## config.mk

```make
export PLATFORM = sky130hd
export DESIGN_NAME = keypad_code_lock_top
export DESIGN_NICKNAME = d
export VERILOG_FILES = /design/src/sv/kcl_pkg.sv /design/src/sv/kcl_core.sv /design/src/sv/keypad_code_lock_top.sv
export SDC_FILE = /design/constraint.sdc
export NUM_CORES = 1
export LEC_CHECK = 0
export BUFFER_PORTS_ARGS = -buffer_cell sky130_fd_sc_hd__buf_2
export CAP_MARGIN = 20
export CORE_UTILIZATION = 25
export DETAILED_ROUTE_END_ITERATION = 16
export PLACE_DENSITY = 0.43
export SLEW_MARGIN = 30
export SYNTH_ARGS = -nofsm -noshare
export SYNTH_HDL_FRONTEND = slang
export SYNTH_HIERARCHICAL = 1
export SYNTH_SLANG_ARGS = --single-unit
```

## constraint.sdc

```tcl
create_clock -name clk_i -period 10.94 [get_ports clk_i]
set_input_delay 2.735 -clock clk_i [delete_from_list [all_inputs] [get_ports clk_i]]
set_output_delay 2.735 -clock clk_i [all_outputs]
set_load 0.01 [all_outputs]
```

## src/sv/kcl_pkg.sv

```systemverilog
package kcl_pkg;

  // Code geometry
  localparam int CODE_LENGTH = 5;
  localparam int DIGIT_W     = 3;
  localparam int CODE_W      = 15;
  localparam int POS_W       = $clog2(CODE_LENGTH + 1);
  localparam int IDX_W       = (CODE_LENGTH > 1) ? $clog2(CODE_LENGTH) : 1;
  localparam int LED_W       = 5;

  // Counter widths
  localparam int IDLE_W      = 8;
  localparam int BLINK_W     = 10;

  localparam logic [POS_W-1:0]   CODE_LEN_P    = POS_W'(CODE_LENGTH);
  localparam logic [BLINK_W-1:0] BLINK_MAX     = '1;
  localparam logic [DIGIT_W-1:0] RELOCK_BUTTON = DIGIT_W'(3);

  // Request kinds
  localparam logic [1:0] REQ_BUTTON = 2'd0;
  localparam logic [1:0] REQ_BLINK  = 2'd1;
  localparam logic [1:0] REQ_IDLE   = 2'd2;

  // Register indexes on the configuration port
  localparam logic [1:0] REG_CODE_WORD    = 2'd0;
  localparam logic [1:0] REG_TIMEOUT      = 2'd1;
  localparam logic [1:0] REG_BLINK_ON     = 2'd2;
  localparam logic [1:0] REG_BLINK_PERIOD = 2'd3;

  // Register reset values
  localparam logic [CODE_W-1:0]  CODE_WORD_RST    = CODE_W'(872);
  localparam logic [IDLE_W-1:0]  TIMEOUT_RST      = IDLE_W'(4);
  localparam logic [BLINK_W-1:0] BLINK_ON_RST     = BLINK_W'(200);
  localparam logic [BLINK_W-1:0] BLINK_PERIOD_RST = BLINK_W'(800);

  typedef struct packed {
    logic [CODE_W-1:0]  code_word;
    logic [IDLE_W-1:0]  timeout_ticks;
    logic [BLINK_W-1:0] blink_on_ticks;
    logic [BLINK_W-1:0] blink_period_ticks;
  } kcl_cfg_t;

  typedef struct packed {
    logic [LED_W-1:0] progress_leds;
    logic             door_lamp;
    logic             unlocked;
    logic [POS_W-1:0] digits_entered;
  } kcl_result_t;

endpackage

```

## src/sv/kcl_core.sv

```systemverilog
module kcl_core (
  input  logic                 clk_i,
  input  logic                 rst_ni,
  input  logic                 advance_i,
  input  logic [1:0]           req_type_i,
  input  logic [2:0]           button_index_i,
  input  kcl_pkg::kcl_cfg_t    cfg_i,
  output kcl_pkg::kcl_result_t result_o
);
  import kcl_pkg::*;

  logic                 mode_q, mode_d;
  logic [POS_W-1:0]     pos_q, pos_d;
  logic [BLINK_W-1:0]   blink_q, blink_d;
  logic [IDLE_W-1:0]    idle_q, idle_d;
  logic                 lamp_q, lamp_d;
  logic [DIGIT_W-1:0]   digits_q [CODE_LENGTH];
  logic                 digit_wr;
  logic                 code_match;
  logic [DIGIT_W-1:0]   cur_digit;

  // Store a digit on a press in entry mode while the code is incomplete
  assign digit_wr = !mode_q && (req_type_i == REQ_BUTTON) && (pos_q < CODE_LEN_P);

  // Compare the stored code, including the digit arriving now, with the key
  always_comb begin
    code_match = 1'b1;
    cur_digit  = '0;
    for (int i = 0; i < CODE_LENGTH; i++) begin
      cur_digit = (digit_wr && (pos_q == POS_W'(i))) ? button_index_i : digits_q[i];
      if (cur_digit != cfg_i.code_word[DIGIT_W*i +: DIGIT_W]) begin
        code_match = 1'b0;
      end
    end
  end

  // Next state for one transfer
  always_comb begin
    mode_d  = mode_q;
    pos_d   = pos_q;
    blink_d = blink_q;
    idle_d  = idle_q;
    lamp_d  = lamp_q;

    // advance the tick counters, both saturating
    case (req_type_i)
      REQ_BLINK: begin
        if (blink_q != BLINK_MAX) begin
          blink_d = blink_q + BLINK_W'(1);
        end
      end
      REQ_IDLE: begin
        if (idle_q < cfg_i.timeout_ticks) begin
          idle_d = idle_q + IDLE_W'(1);
        end
      end
      default: ;
    endcase

    if (!mode_q) begin
      if (digit_wr) begin
        pos_d = pos_q + POS_W'(1);
      end
      if (pos_d >= CODE_LEN_P) begin
        if (code_match) begin
          mode_d = 1'b1;
        end else begin
          mode_d  = 1'b0;
          pos_d   = '0;
          blink_d = '0;
          idle_d  = '0;
          lamp_d  = 1'b0;
        end
      end
      if (idle_d >= cfg_i.timeout_ticks) begin
        mode_d  = 1'b0;
        pos_d   = '0;
        blink_d = '0;
        idle_d  = '0;
        lamp_d  = 1'b0;
      end
    end else if ((req_type_i == REQ_BUTTON) && (button_index_i == RELOCK_BUTTON)) begin
      mode_d  = 1'b0;
      pos_d   = '0;
      blink_d = '0;
      idle_d  = '0;
      lamp_d  = 1'b0;
    end

    // blink the lamp while unlocked
    if (mode_d) begin
      if (blink_d >= cfg_i.blink_period_ticks) begin
        blink_d = '0;
      end
      lamp_d = (blink_d <= cfg_i.blink_on_ticks);
    end
  end

  // Result fields
  always_comb begin
    for (int k = 0; k < LED_W; k++) begin
      result_o.progress_leds[k] = (pos_d > POS_W'(k));
    end
    result_o.door_lamp      = lamp_d;
    result_o.unlocked       = mode_d;
    result_o.digits_entered = pos_d;
  end

  // Control state
  always_ff @(posedge clk_i or negedge rst_ni) begin
    if (!rst_ni) begin
      mode_q  <= 1'b0;
      pos_q   <= '0;
      blink_q <= '0;
      idle_q  <= '0;
      lamp_q  <= 1'b0;
    end else if (advance_i) begin
      mode_q  <= mode_d;
      pos_q   <= pos_d;
      blink_q <= blink_d;
      idle_q  <= idle_d;
      lamp_q  <= lamp_d;
    end
  end

  // Digit store
  always_ff @(posedge clk_i) begin
    if (advance_i && digit_wr) begin
      digits_q[pos_q[IDX_W-1:0]] <= button_index_i;
    end
  end

endmodule

```

## src/sv/keypad_code_lock_top.sv

```systemverilog
// Keypad code lock.
// Input stream (s_axis): one transfer per event; tuser carries the request
// kind (button press, blink tick, idle tick), tdata the button index.
// Output stream (m_axis): exactly one result per event with the progress
// LEDs, door lamp, unlocked flag and number of digits entered.
// Configuration (APB): code word, idle timeout, lamp on time and blink
// period at byte addresses 0, 4, 8 and 12; write only while no event is
// in flight.
// An event is first held in the input register and, once the output
// register is free, its result is registered into the output register.
// Throughput: one event per cycle while results are taken; the state
// update is a single pass of logic between the input and output registers.
// Reset returns to entry mode with counters and lamp cleared and the
// registers at their default values. When the receiver stalls the result
// is held and one further event can still be taken into the input register.
module keypad_code_lock_top (
  input  logic        clk_i,
  input  logic        rst_ni,
  // APB configuration
  input  logic        psel,
  input  logic        penable,
  input  logic        pwrite,
  input  logic [3:0]  paddr,
  input  logic [31:0] pwdata,
  output logic [31:0] prdata,
  output logic        pready,
  // event stream in
  input  logic        s_axis_tvalid,
  output logic        s_axis_tready,
  input  logic [7:0]  s_axis_tdata,   // [2:0] button_index, [7:3] zero
  input  logic [1:0]  s_axis_tuser,   // [1:0] req_type
  // result stream out
  output logic        m_axis_tvalid,
  input  logic        m_axis_tready,
  output logic [15:0] m_axis_tdata    // [4:0] progress_leds, [5] door_lamp,
                                      // [6] unlocked, [9:7] digits_entered,
                                      // [15:10] zero
);
  import kcl_pkg::*;

  kcl_cfg_t    cfg_q;
  kcl_result_t result;
  kcl_result_t out_q;
  logic        in_valid_q;
  logic [1:0]  in_req_q;
  logic [2:0]  in_button_q;
  logic        out_valid_q;
  logic        advance;
  logic        cfg_wr;

  // Configuration registers
  assign pready = 1'b1;
  assign cfg_wr = psel && penable && pwrite;

  always_ff @(posedge clk_i or negedge rst_ni) begin
    if (!rst_ni) begin
      cfg_q.code_word          <= CODE_WORD_RST;
      cfg_q.timeout_ticks      <= TIMEOUT_RST;
      cfg_q.blink_on_ticks     <= BLINK_ON_RST;
      cfg_q.blink_period_ticks <= BLINK_PERIOD_RST;
    end else if (cfg_wr) begin
      unique case (paddr[3:2])
        REG_CODE_WORD:    cfg_q.code_word          <= pwdata[CODE_W-1:0];
        REG_TIMEOUT:      cfg_q.timeout_ticks      <= pwdata[IDLE_W-1:0];
        REG_BLINK_ON:     cfg_q.blink_on_ticks     <= pwdata[BLINK_W-1:0];
        REG_BLINK_PERIOD: cfg_q.blink_period_ticks <= pwdata[BLINK_W-1:0];
        default: ;
      endcase
    end
  end

  // Read back
  always_comb begin
    unique case (paddr[3:2])
      REG_CODE_WORD:    prdata = 32'(cfg_q.code_word);
      REG_TIMEOUT:      prdata = 32'(cfg_q.timeout_ticks);
      REG_BLINK_ON:     prdata = 32'(cfg_q.blink_on_ticks);
      REG_BLINK_PERIOD: prdata = 32'(cfg_q.blink_period_ticks);
      default:          prdata = '0;
    endcase
  end

  // Handshake: move an event on when the output register is free
  assign advance       = in_valid_q && (!out_valid_q || m_axis_tready);
  assign s_axis_tready = !in_valid_q || advance;

  // Input register
  always_ff @(posedge clk_i or negedge rst_ni) begin
    if (!rst_ni) begin
      in_valid_q <= 1'b0;
    end else if (s_axis_tready) begin
      in_valid_q <= s_axis_tvalid;
    end
  end

  always_ff @(posedge clk_i) begin
    if (s_axis_tready && s_axis_tvalid) begin
      in_req_q    <= s_axis_tuser;
      in_button_q <= s_axis_tdata[2:0];
    end
  end

  kcl_core u_core (
    .clk_i          (clk_i),
    .rst_ni         (rst_ni),
    .advance_i      (advance),
    .req_type_i     (in_req_q),
    .button_index_i (in_button_q),
    .cfg_i          (cfg_q),
    .result_o       (result)
  );

  // Output register
  always_ff @(posedge clk_i or negedge rst_ni) begin
    if (!rst_ni) begin
      out_valid_q <= 1'b0;
    end else if (advance) begin
      out_valid_q <= 1'b1;
    end else if (m_axis_tready) begin
      out_valid_q <= 1'b0;
    end
  end

  always_ff @(posedge clk_i) begin
    if (advance) begin
      out_q <= result;
    end
  end

  assign m_axis_tvalid = out_valid_q;
  assign m_axis_tdata  = {6'b0, out_q.digits_entered, out_q.unlocked,
                          out_q.door_lamp, out_q.progress_leds};

  // Checks
  a_unlock_full_code: assert property (@(posedge clk_i) disable iff (!rst_ni)
    out_valid_q && out_q.unlocked |-> out_q.digits_entered == CODE_LEN_P)
    else $error("unlocked with an incomplete code");

  a_entry_short_code: assert property (@(posedge clk_i) disable iff (!rst_ni)
    out_valid_q && !out_q.unlocked |-> out_q.digits_entered < CODE_LEN_P)
    else $error("entry mode with a full code");

  a_entry_lamp_off: assert property (@(posedge clk_i) disable iff (!rst_ni)
    out_valid_q && !out_q.unlocked |-> !out_q.door_lamp)
    else $error("door lamp lit in entry mode");

  a_result_follows: assert property (@(posedge clk_i) disable iff (!rst_ni)
    advance |=> out_valid_q)
    else $error("event processed without a result");

endmodule
```

### Word-level counts from Yosys, hierarchy flattened

Memories as Yosys holds them, arrays and structs flattened.
Cells that the tools add are included.

| cells by class | value |
|---|---|
| muxes and demuxes | 51 |
| add/sub/neg operators | 3 |
| $lt $le $gt $ge | 11 |
| reduce and logical (&&, ||, !) cells | 26 |
| equality and inequality tests | 16 |

Operator list:

| kind | number |
|---|---|
| 32-bit one-hot mux with 4 select lines | 1 |
| 10-bit two-way mux | 10 |
| 8-bit two-way mux | 8 |
| 3-bit two-way mux | 12 |
| 1-bit two-way mux | 20 |
| 3-bit inequality test | 5 |
| 1-bit logical AND | 13 |
| 10-bit by 1-bit adder with 10-bit output, second input constant | 1 |
| 10-bit greater-or-equal comparator | 1 |
| 10-bit <= comparator | 1 |
| 10-bit inequality test, second input constant | 1 |
| 3-bit by 2-bit == test with 1-bit output, second input constant | 3 |
| 8-bit by 1-bit adder with 8-bit output, second input constant | 1 |
| 8-bit greater-or-equal comparator | 1 |
| 8-bit < comparator | 1 |
| 2-bit AND reduction | 4 |
| 2-bit == test, second input constant | 3 |
| 3-bit by 1-bit > comparator with 1-bit output, second input constant | 2 |
| 3-bit by 2-bit > comparator with 1-bit output, second input constant | 2 |
| 2-bit by 1-bit == test with 1-bit output, second input constant | 2 |
| 2-bit zero test | 2 |
| 3-bit by 1-bit adder with 3-bit output, second input constant | 1 |
| 3-bit by 1-bit == test with 1-bit output, second input constant | 1 |
| 3-bit == test, second input constant | 1 |
| 7 further kinds | 10 |

| storage, ports and cells | value |
|---|---|
| flip-flop bits (word level) | 83 |
| memories | 1 |
| logic and storage cells | 125 |
| bits in writable memories | 15 |

Memory list:

| name | words | bits a word | rd ports | clocked after Yosys merged registers in | wr ports | RTL line | source |
|---|---|---|---|---|---|---|---|
| u_core.digits_q | 5 | 3 | 5 | 0 | 1 | kcl_core.sv:17 | `logic [DIGIT_W-1:0] digits_q [CODE_LENGTH];` |

### Depth between registers and ports, before layout

Gate-level depths: netlist of run 1.

| depth | value |
|---|---|
| word-level depth | 22 |
| gate-level depth with buffers | 39 |
| depth with buffers taken out | 36 |

### Modules after synthesis

Netlist of run 1, hierarchy kept.

Modules (own cells, without submodules):

| module | area an instance (µm²) | instances | cells each |
|---|---|---|---|
| kcl_core | 3,763.6 | 1 | 436 |
| keypad_code_lock_top | 2,717.6 | 1 | 168 |

### Worst setup path before layout of run 1

OpenSTA, ideal clock, no wires.

| timing | value |
|---|---|
| path type | reg2reg |
| from | reg u_core.pos_q[0] |
| to | reg out_q (netlist bit m_axis_tdata[5]) (data pin) |
| path buffers | 5 |
| stages on the path, launching flop included | 38 |
| slack | 3,758 ps |
| data required time | 10,814 ps |
| library setup time | 126 ps |
| data arrival time | 7,056 ps |
| path through | dfrtp_1 > clkbuf_1 > inv_1 > ha_1 > a22oi_1 > o22ai_1 > a32oi_1 > o211ai_1 > nor4_1 > a31oi_1 > clkbuf_1 > nand2b_1 > ha_1 > nand2b_1 > a21o_1 > a211o_1 > a21oi_1 > nand3_1 > [2 not listed] > and2_1 > ha_1 > and3_1 > a221oi_1 > a21oi_1 > nor3_1 > clkbuf_1 > and3_1 > ha_1 > nor2b_1 > o21a_1 > o21a_1 > o21a_1 > o21a_1 > o21ai_0 > a211oi_1 > o22ai_1 > buf_4 |

| between the ends | value |
|---|---|
| longest elaborated chain between the ends | 21 |
| elaborated cells on any way between the ends | 52 |
| those cells by class | 1 x add/sub; 5 x order compare; 9 x eq/ne; 30 x mux; 7 x reduce/logical |

Ends and longest elaborated chain:

| item | RTL line | source |
|---|---|---|
| start: declaration | kcl_core.sv:13 | `logic [POS_W-1:0] pos_q, pos_d;` |
| start signal: assignment | kcl_core.sv:119 | `pos_q <= pos_d;` |
| 3-bit < comparator | kcl_core.sv:23 | `assign digit_wr = !mode_q && (req_type_i == REQ_BUTTON) && (pos_q < CODE_LEN_P);` |
| 1-bit logical AND | kcl_core.sv:23 |  |
| 1-bit logical AND | kcl_core.sv:30 | `cur_digit = (digit_wr && (pos_q == POS_W'(i))) ? button_index_i : digits_q[i];` |
| 3-bit two-way mux | kcl_core.sv:30 |  |
| 3-bit inequality test | kcl_core.sv:31 | `if (cur_digit != cfg_i.code_word[DIGIT_W*i +: DIGIT_W]) begin` |
| 1-bit two-way mux (5 in series) | kcl_core.sv:31 |  |
| 8-bit two-way mux | kcl_core.sv:65 | `if (code_match) begin` |
| 8-bit two-way mux | kcl_core.sv:64 | `if (pos_d >= CODE_LEN_P) begin` |
| [2 not listed] | -- |  |
| 10-bit two-way mux | kcl_core.sv:75 | `if (idle_d >= cfg_i.timeout_ticks) begin` |
| 10-bit two-way mux | kcl_core.sv:60 | `if (!mode_q) begin` |
| 10-bit greater-or-equal comparator | kcl_core.sv:92 | `if (blink_d >= cfg_i.blink_period_ticks) begin` |
| 10-bit two-way mux | kcl_core.sv:92 |  |
| 10-bit two-way mux | kcl_core.sv:91 | `if (mode_d) begin` |
| 10-bit <= comparator | kcl_core.sv:95 | `lamp_d = (blink_d <= cfg_i.blink_on_ticks);` |
| 1-bit two-way mux * | kcl_core.sv:91 |  |
| net u_core.lamp_d | kcl_core.sv:16 | `logic lamp_q, lamp_d;` |
| end signal: assignment | keypad_code_lock_top.sv:126 | `out_q <= result;` |
| end: declaration | keypad_code_lock_top.sv:43 | `kcl_result_t out_q;` |

The timed path passes the listed nets; every way through them passes the cells marked *. The select of a mux whose other input is x is not followed.
A chain may end at the register's enable or synchronous reset.

==> results.toml, run 1 <==
[global_route]
grt.overflow.total = 0
grt_antenna_before_repair = 0
grt_pass1_wl_mm = 26.61
grt_max_degree = 69
grt_pass1_vias = 4778
track_usage = 0.1304

[worst_hold_path]
hold_start = "u_core/lamp_q$_DFFE_PN0P_"
whs_endpoint = "u_core/lamp_q$_DFFE_PN0P_"
min_path_cells = 2
min_path_type = "reg -> reg"

[die]
ios = 104
die_area_um2 = 26570
initial_utilization = 0.2559
core_area_um2 = 25330
die_h_um = 163.0
die_x_um = 163.0
std_cell_rows = 58

[timing]
setup_viol = 0
finClkSkew_ps = 11.31
worst_slew_pin_slew_ps = 918.3
rsz0062_at_grt = "false"
post-route-min-period_ps = 9197
tns_ps = 0
max_freq_mhz = 108.7
fin_crit_sh = 0.8407
maxSlewViolCount = 0
hold_violations = 0
slew_headroom = 0.3860

[synth]
synth_top_family_by_area = "simple AND/OR/NAND/NOR gates"
synth_xor_area_frac = 0.02703
yosys_most_used_dff = "dfrtp_1"
synthArstFlopShare = 0.6939
ys_types = 79
ys_ff_latch = 98
synth-edff-count = 30
synthSimpleGateAreaFrac = 0.1514
yosysSeqAreaShare = 0.4039
synth_compound_area_frac = 0.1261
syn_area_um2 = 6481
synthMuxAreaShare = 0.1307
syn_avg_cell_area_um2 = 10.73
syn_inst = 604
ys_warn_count = 6
synth_fa_ha_area_frac = 0.08108

[worst_setup_path]
start_kind = "flop"
reg2reg_slack_ps = 1740
crit_path_max_fanout = 22
endpoint_kind = "flop"
timing.rr.end = "m_axis_tdata[5]$_DFFE_PP_"
crit_arrival_ps = 9230
crit_slowest_cell = "o211ai_2"
slowest_delay_ps = 830
r2r_start = "in_req_q[0]$_DFFE_PP_"
r2r_cells = 31
crit_top_cell = "o21a_1"
cp.required_ps = 10970
critPathKind = "reg -> reg"

[finish]
post-route-util = 0.2876
syn_to_final_growth_pct = 12.37
nFillCells = 2648
fin_nets = 744
drive_gt1_frac = 0.2523
n_antenna_cell = 0

[clock_tree]
cts_sinks = 98
postCtsResizedCells = 0
root_buffer = "clkbuf_16"
h-tree-depth = 3
cts_tree = "built"
cts_buffers = 9
cts_max_path_buffers = 2
postCtsSetupBuffers = 0
path_clk_slew_ps = 70
cts-hold-fix-buffers = 0
clk_latency_ps = 350

[pwr]
seq_power_share = 0.406
p_per_area_nw_per_um2 = 182.4
power.total_w = 0.001328
comb_power_share = 0.343
p_leak_nw = 3.242
ir_drop_mv = 0.06340
p_clk_frac = 0.251
swShare = 0.3558
p_int_w = 0.0008557
switching_power_w = 0.0004727

[placed_design]
gp_congestion = 0.8497
dp_hpwl_mm = 12.46
portBuffers = 55

[run_status]
status = "finished clean"

[detailed_routing]
dr_total_vias = 4699
drtPass1Iterations = 4
drc = 0
drt-initial-drc-count = 286
routed_wl_mm = 16.46
antenna_left = 0
via_per_inst = 4.775
wl_per_cell_um = 16.73

[run]
maxCapViolations = 0
[worst max-delay path, delay by kind of cell (launching register included)]
family / cells / cell delay, ps
buf+inv: 1 / 230
fa+ha+maj: 3 / 660
flops: 1 / 570
compound gates: 16 / 3990
simple gates: 11 / 3370
[synth_stat cells (3+ instances only)]
cell type	instances	share of area
or3_1	3	0.0029
ha_1	42	0.081
nand4_1	9	0.0087
nor2b_1	8	0.0077
and2_1	16	0.015
xor2_1	7	0.0095
a22oi_1	3	0.0035
nand3_1	14	0.011
o21a_1	6	0.0069
edfxtp_1	30	0.14
and4_1	6	0.0081
o22ai_1	11	0.011
nor2_1	19	0.011
mux4_2	8	0.028
o2bb2ai_1	4	0.0054
buf_6	4	0.0069
xnor2_1	13	0.018
nand2b_1	19	0.018
clkbuf_1	10	0.0058
buf_2	3	0.0023
mux2_4	10	0.023
inv_1	50	0.029
nor3_1	9	0.0069
mux2i_1	10	0.015
dfstp_2	12	0.049
mux2_2	36	0.063
and3_1	11	0.011
buf_4	29	0.034
o211ai_1	3	0.0035
o21ai_0	17	0.013
dfrtp_1	56	0.22
nand2_1	32	0.019
a21o_1	10	0.012
a31oi_1	6	0.0058
a21oi_1	18	0.014
a31o_2	5	0.0068
[through the flow]
step / area, um2 / hold WS (ps) / worst slack (ps) / instances
floorplan: 6564 / 448.9 / 3758 / 626
global route: 7283 / 528.3 / 1287 / 984
finish: 7283 / 492.4 / 1743 / 984
detailed placement: 6963 / 475.2 / 1688 / 968
global placement: 6963 / 466.8 / 1835 / 968
CTS: 7274 / 491.4 / 1610 / 984
[sequential cells by signal (all words and copies together), names as in the netlist]
signal and cells:
m_axis_tdata 10, cfg_q 43, u_core/lamp_q 1, m_axis_tvalid 1, u_core/blink_q 10, u_core/mode_q 1, in_req_q 2, in_valid_q 1
in_button_q 3, u_core/pos_q 3, u_core/digits_q 15, u_core/idle_q 8
[layer usage]
layer / wire (um) / global-route usage / vias to the layer above
met3: 548 / 0.02438 / 13
met5: 0 / 0 / -
li1: - / - / 2241
met2: 7828 / 0.2104 / 100
met4: 178 / 0.03483 / 0
met1: 7907 / 0.1777 / 2345
[placed cells by master, fill, tap and decap left out, types with 4 or more instances in the layout]
cell / Yosys / routed
dfrtp_1: 56 / 56
buf_2: 3 / 55
inv_1: 50 / 50
ha_1: 42 / 42
mux2_2: 36 / 36
nand2_1: 32 / 32
edfxtp_1: 30 / 30
conb_1: 2 / 24
nor2_1: 19 / 19
nand2b_1: 19 / 19
a21oi_1: 18 / 18
o21ai_0: 17 / 17
and2_1: 16 / 16
nand3_1: 14 / 14
xnor2_1: 13 / 13
dfstp_2: 12 / 12
and3_1: 11 / 11
o22ai_1: 11 / 11
mux2i_1: 10 / 10
mux2_4: 10 / 10
a21o_1: 10 / 10
clkbuf_16: 0 / 9
nand4_1: 9 / 9
mux4_2: 8 / 8
nor2b_1: 8 / 8
nor3_1: 9 / 8
xor2_1: 7 / 7
and4_1: 6 / 6
a31oi_1: 6 / 6
o21a_1: 6 / 6
a31o_2: 5 / 5
o2bb2ai_1: 4 / 4
[cells by family after synthesis]
kind of cell               count (synthesis)
other                                      2
adders and majority gates                 42
buffers and inverters                     98
AOI/OAI and AO/OA                        111
and+or+nand+nor                          168
DFF                                       98
muxes                                     65
xor gates and xnor gates                  20
[layout make-up]
type	count	area (um2)	area share
inverter	51	191.4	0.02628
multi-input combinational	430	3441	0.4724
sequential	98	2618	0.3594
tap	330	412.9	0.05669
clock inverter	5	58.81	0.008074
timing repair buffer	59	309.0	0.04243
clock buffer	11	252.7	0.03470
[power groups by stage]
stage	clock, W	combinational, W	sequential, W
after floorplan	0	0.000351	0.000515
after global placement	0	0.000447	0.000545
after detailed placement	0	0.000452	0.000547
after CTS	0.000344	0.000456	0.000540
after global routing	0.000359	0.000512	0.000553
final	0.000333	0.000455	0.000540
[worst max-delay path by stage]
stage / to / depth (start not counted) / slack [ps] / from
floorplan: m_axis_tdata[5]$_DFFE_PP_ / 37 / 3760 / u_core/pos_q[0]$_DFFE_PN0P_
global placement: m_axis_tdata[5]$_DFFE_PP_ / 31 / 1830 / in_req_q[0]$_DFFE_PP_
detailed placement: m_axis_tdata[5]$_DFFE_PP_ / 31 / 1690 / in_req_q[0]$_DFFE_PP_
CTS: m_axis_tdata[5]$_DFFE_PP_ / 31 / 1610 / in_req_q[0]$_DFFE_PP_
global route: m_axis_tdata[5]$_DFFE_PP_ / 31 / 1290 / in_req_q[0]$_DFFE_PP_
finish: m_axis_tdata[5]$_DFFE_PP_ / 31 / 1740 / in_req_q[0]$_DFFE_PP_
(Power assumes the default switching activity.)
==> run 2: changes to the inputs <==
--- a/config.mk
+++ b/config.mk
@@ -5,6 +5,7 @@
 export SDC_FILE = /design/constraint.sdc
 export NUM_CORES = 1
 export LEC_CHECK = 0
+export ABC_AREA = 1
 export BUFFER_PORTS_ARGS = -buffer_cell sky130_fd_sc_hd__buf_2
 export CAP_MARGIN = 20
 export CORE_UTILIZATION = 25
==> constraint.sdc (replaced) <==
create_clock -name clk_i -period 9.62 [get_ports clk_i]
set_input_delay 2.405 -clock clk_i [delete_from_list [all_inputs] [get_ports clk_i]]
set_output_delay 2.405 -clock clk_i [all_outputs]
set_load 0.01 [all_outputs]
==> run 2 against run 1 <==
  * The run now ends with DRC left
  * Non-clock buffer count shrank 2
  * Fmax grew 23%
  * Power grew 12%
  * Critical path depth is the same
  * Setup slack gained 400 ps
  * Die area grew 4.0%
  * Critical path type unchanged
  * Area after synthesis grew 4.0%
  * Utilization shrank 0.17 points
  * Sequential share of layout area shrank 1.1 points
  * First-iteration DRC count grew 15%
  * Register-to-register slack gained 400 ps
  * Critical endpoint unchanged
  * Via count grew 18%
  * Highest routed layer unchanged
==> results.toml, run 2 <==
[finish]
regArea_um2 = 2618
final_cell_area_um2 = 7512
top_register = "cfg_q"
largest_reg_flops = 43
layout_commonest_cell = "nand2_1"
mostFrequentLayoutCells = "nand2_1, inv_1, nand3_1, dfrtp_1, buf_2"
n_antenna_cell = 0
syn_to_final_growth_pct = 11.41
nFillCells = 2908
fin_nets = 1018
multi_input_area_um2 = 3467
drive_gt1_frac = 0.1433

[die]
std_cell_rows = 59
die_area_um2 = 27630
core_area_um2 = 26280
die_h_um = 166.2
initial_utilization = 0.2566
ios = 104
die_x_um = 166.2

[placed_design]
portBuffers = 55
gp_congestion = 0.8003
placed_area_um2 = 7234
dp_hpwl_mm = 14.19
dp_slack_ps = 2164

[pwr]
p_leak_nw = 3.729
ir_drop_mv = 0.07432
p_per_area_nw_per_um2 = 197.2

[clock_tree]
postCtsSetupBuffers = 0
cts-hold-fix-buffers = 0
clk_latency_ps = 350
root_buffer = "clkbuf_16"
cts_tree = "built"
path_clk_slew_ps = 70
cts_buffers = 9
cts_max_path_buffers = 2
h-tree-depth = 3
cts_sinks = 98
postCtsResizedCells = 0

[synth]
yosysSeqAreaShare = 0.3882
synth_top_cells_by_count = "nand2_1, inv_1, nand3_1, dfrtp_1, nor2_1"
syn_inst = 877
synthArstFlopShare = 0.6939
syn_avg_cell_area_um2 = 7.688
yosysMostFrequentCell = "nand2_1"
ys_warn_count = 6
synth_area_leaders = "dfrtp_1, nand2_1, edfxtp_1"
ys_ff_latch = 98
synth_top_cell_area_share = 0.2078
syn_area_um2 = 6743
ys_types = 48
synth-edff-count = 30
yosys.area.top_type = "dfrtp_1"
yosys_most_used_dff = "dfrtp_1"

[worst_setup_path]
crit_slowest_cell = "a2111oi_0"
critPathLaunch = "cfg_q[27]$_DFFE_PN0P_"
path_depth = 31
slowest_delay_ps = 790
crit_arrival_ps = 7590
r2r_cells = 31
crit_family = "simple AND/OR/NAND/NOR gates"
r2r_start = "cfg_q[27]$_DFFE_PN0P_"
critPathKind = "reg -> reg"
endpoint = "m_axis_tdata[5]$_DFFE_PP_"
reg2reg_slack_ps = 2140
start_kind = "flop"
timing.rr.end = "m_axis_tdata[5]$_DFFE_PP_"
cp.required_ps = 9730
crit_path_max_fanout = 11
worstPathBufferInverterCount = 3
endpoint_kind = "flop"

[timing]
post-route-min-period_ps = 7478
rsz0062_at_grt = "false"
slew_headroom = 0.4186
maxSlewViolCount = 0
setup_ws_ps = 2142
max_freq_mhz = 133.7
hold_violations = 0
holdWs_ps = 476.5
worst_slew_pin_slew_ps = 850.2
tns_ps = 0
setup_viol = 0
fin_crit_sh = 0.7773
finClkSkew_ps = 10.05

[run]
maxCapViolations = 0

[run_status]
violations = "DRC"
status = "complete, but fails checks"

[global_route]
grt_pass1_wl_mm = 29.17
grt_antenna_before_repair = 0
grt_pass1_vias = 5213
grt_max_degree = 43
track_usage = 0.1371
grt.overflow.total = 0

[detailed_routing]
dr_total_vias = 5542
drtPass1Iterations = 13
antenna_left = 0
wl_per_cell_um = 14.65
via_per_inst = 4.388
drt-initial-drc-count = 328
drc = 5
routed_wl_mm = 18.50

[worst_hold_path]
min_path_type = "reg -> reg"
==> run 2: changes by cell type in the layout (fill, tap and decap cells not counted), moves of 10 or more <==
cell      previous run  this run
and2_1              16         1
and3_1              11         0
inv_1               50       106
mux2_2              36         0
mux2_4              10         0
mux2i_1             10         0
nand2_1             32       310
nand2b_1            19         0
nand3_1             14        60
nand4_1              9        28
nor2_1              19        46
o22ai_1             11         0
xnor2_1             13         2
==> run 2: report_power, final <==
group | switching, W | internal (W)
clock | 0.000178 | 0.000178
sequential | 0.0000759 | 0.000510
combinational | 0.000352 | 0.000188
==> run 2: through the flow <==
stage | power (W) | cells | utilization
detailed placement | 0.001137 | 1247 | 0.2753
finish | 0.001481 | 1263 | 0.2859
CTS | 0.001504 | 1263 | 0.2859
floorplan | 0.0009840 | 899 | -
global placement | 0.001130 | 1246 | 0.2742
global route | 0.001607 | 1263 | 0.2859
==> run 2: cell families after synthesis <==
group | count (synthesis) | share of synthesized area
compound gates | 61 | 0.05808
xor+xnor | 15 | 0.01948
fa+ha+maj | 42 | 0.07794
buf+inv | 155 | 0.1104
flops | 98 | 0.3882
other cells | 2 | 0.001114
simple gates | 504 | 0.3448
==> run 2: cell type report <==
cell class | instances | share of cell area
inverter | 111 | 0.05563
tap | 335 | 0.05580
sequential | 98 | 0.3484
clock buffer | 10 | 0.03048
clock inverter | 6 | 0.006496
multi-input combinational | 646 | 0.4615
timing repair buffer | 57 | 0.04164
==> run 2: tightest hold or removal path, delay by kind of cell (launching register included) <==
kind / cells / cell delay (ps)
DFF: 1 / 380
and+or+nand+nor: 2 / 100
==> run 2: worst min path at each step <==
| stage | cells past startpoint | start | endpoint | slack, ps |
|---|---|---|---|---|
| 2_1_floorplan | 2 | in_valid_q$_DFFE_PN0P_ | m_axis_tvalid$_DFFE_PN0P_ | 450 |
| 3_3_place_gp | 2 | cfg_q[17]$_DFFE_PN1P_ | cfg_q[17]$_DFFE_PN1P_ | 460 |
| 3_5_place_dp | 2 | cfg_q[16]$_DFFE_PN1P_ | cfg_q[16]$_DFFE_PN1P_ | 460 |
| 4_1_cts | 2 | cfg_q[16]$_DFFE_PN1P_ | cfg_q[16]$_DFFE_PN1P_ | 480 |
| 5_1_grt | 2 | cfg_q[16]$_DFFE_PN1P_ | cfg_q[16]$_DFFE_PN1P_ | 490 |
| 6_report | 2 | cfg_q[17]$_DFFE_PN1P_ | cfg_q[17]$_DFFE_PN1P_ | 480 |
==> run 2: per-layer routing <==
metal / routed length, um / track usage / share of wire / vias to the layer above
li1: - / - / - / 2865
met1: 9321 / 0.1931 / 0.50 / 2580
met2: 8444 / 0.2170 / 0.46 / 88
met3: 525 / 0.02193 / 0.028 / 9
met4: 207 / 0.03623 / 0.011 / 0
met5: 0 / 0 / 0 / -
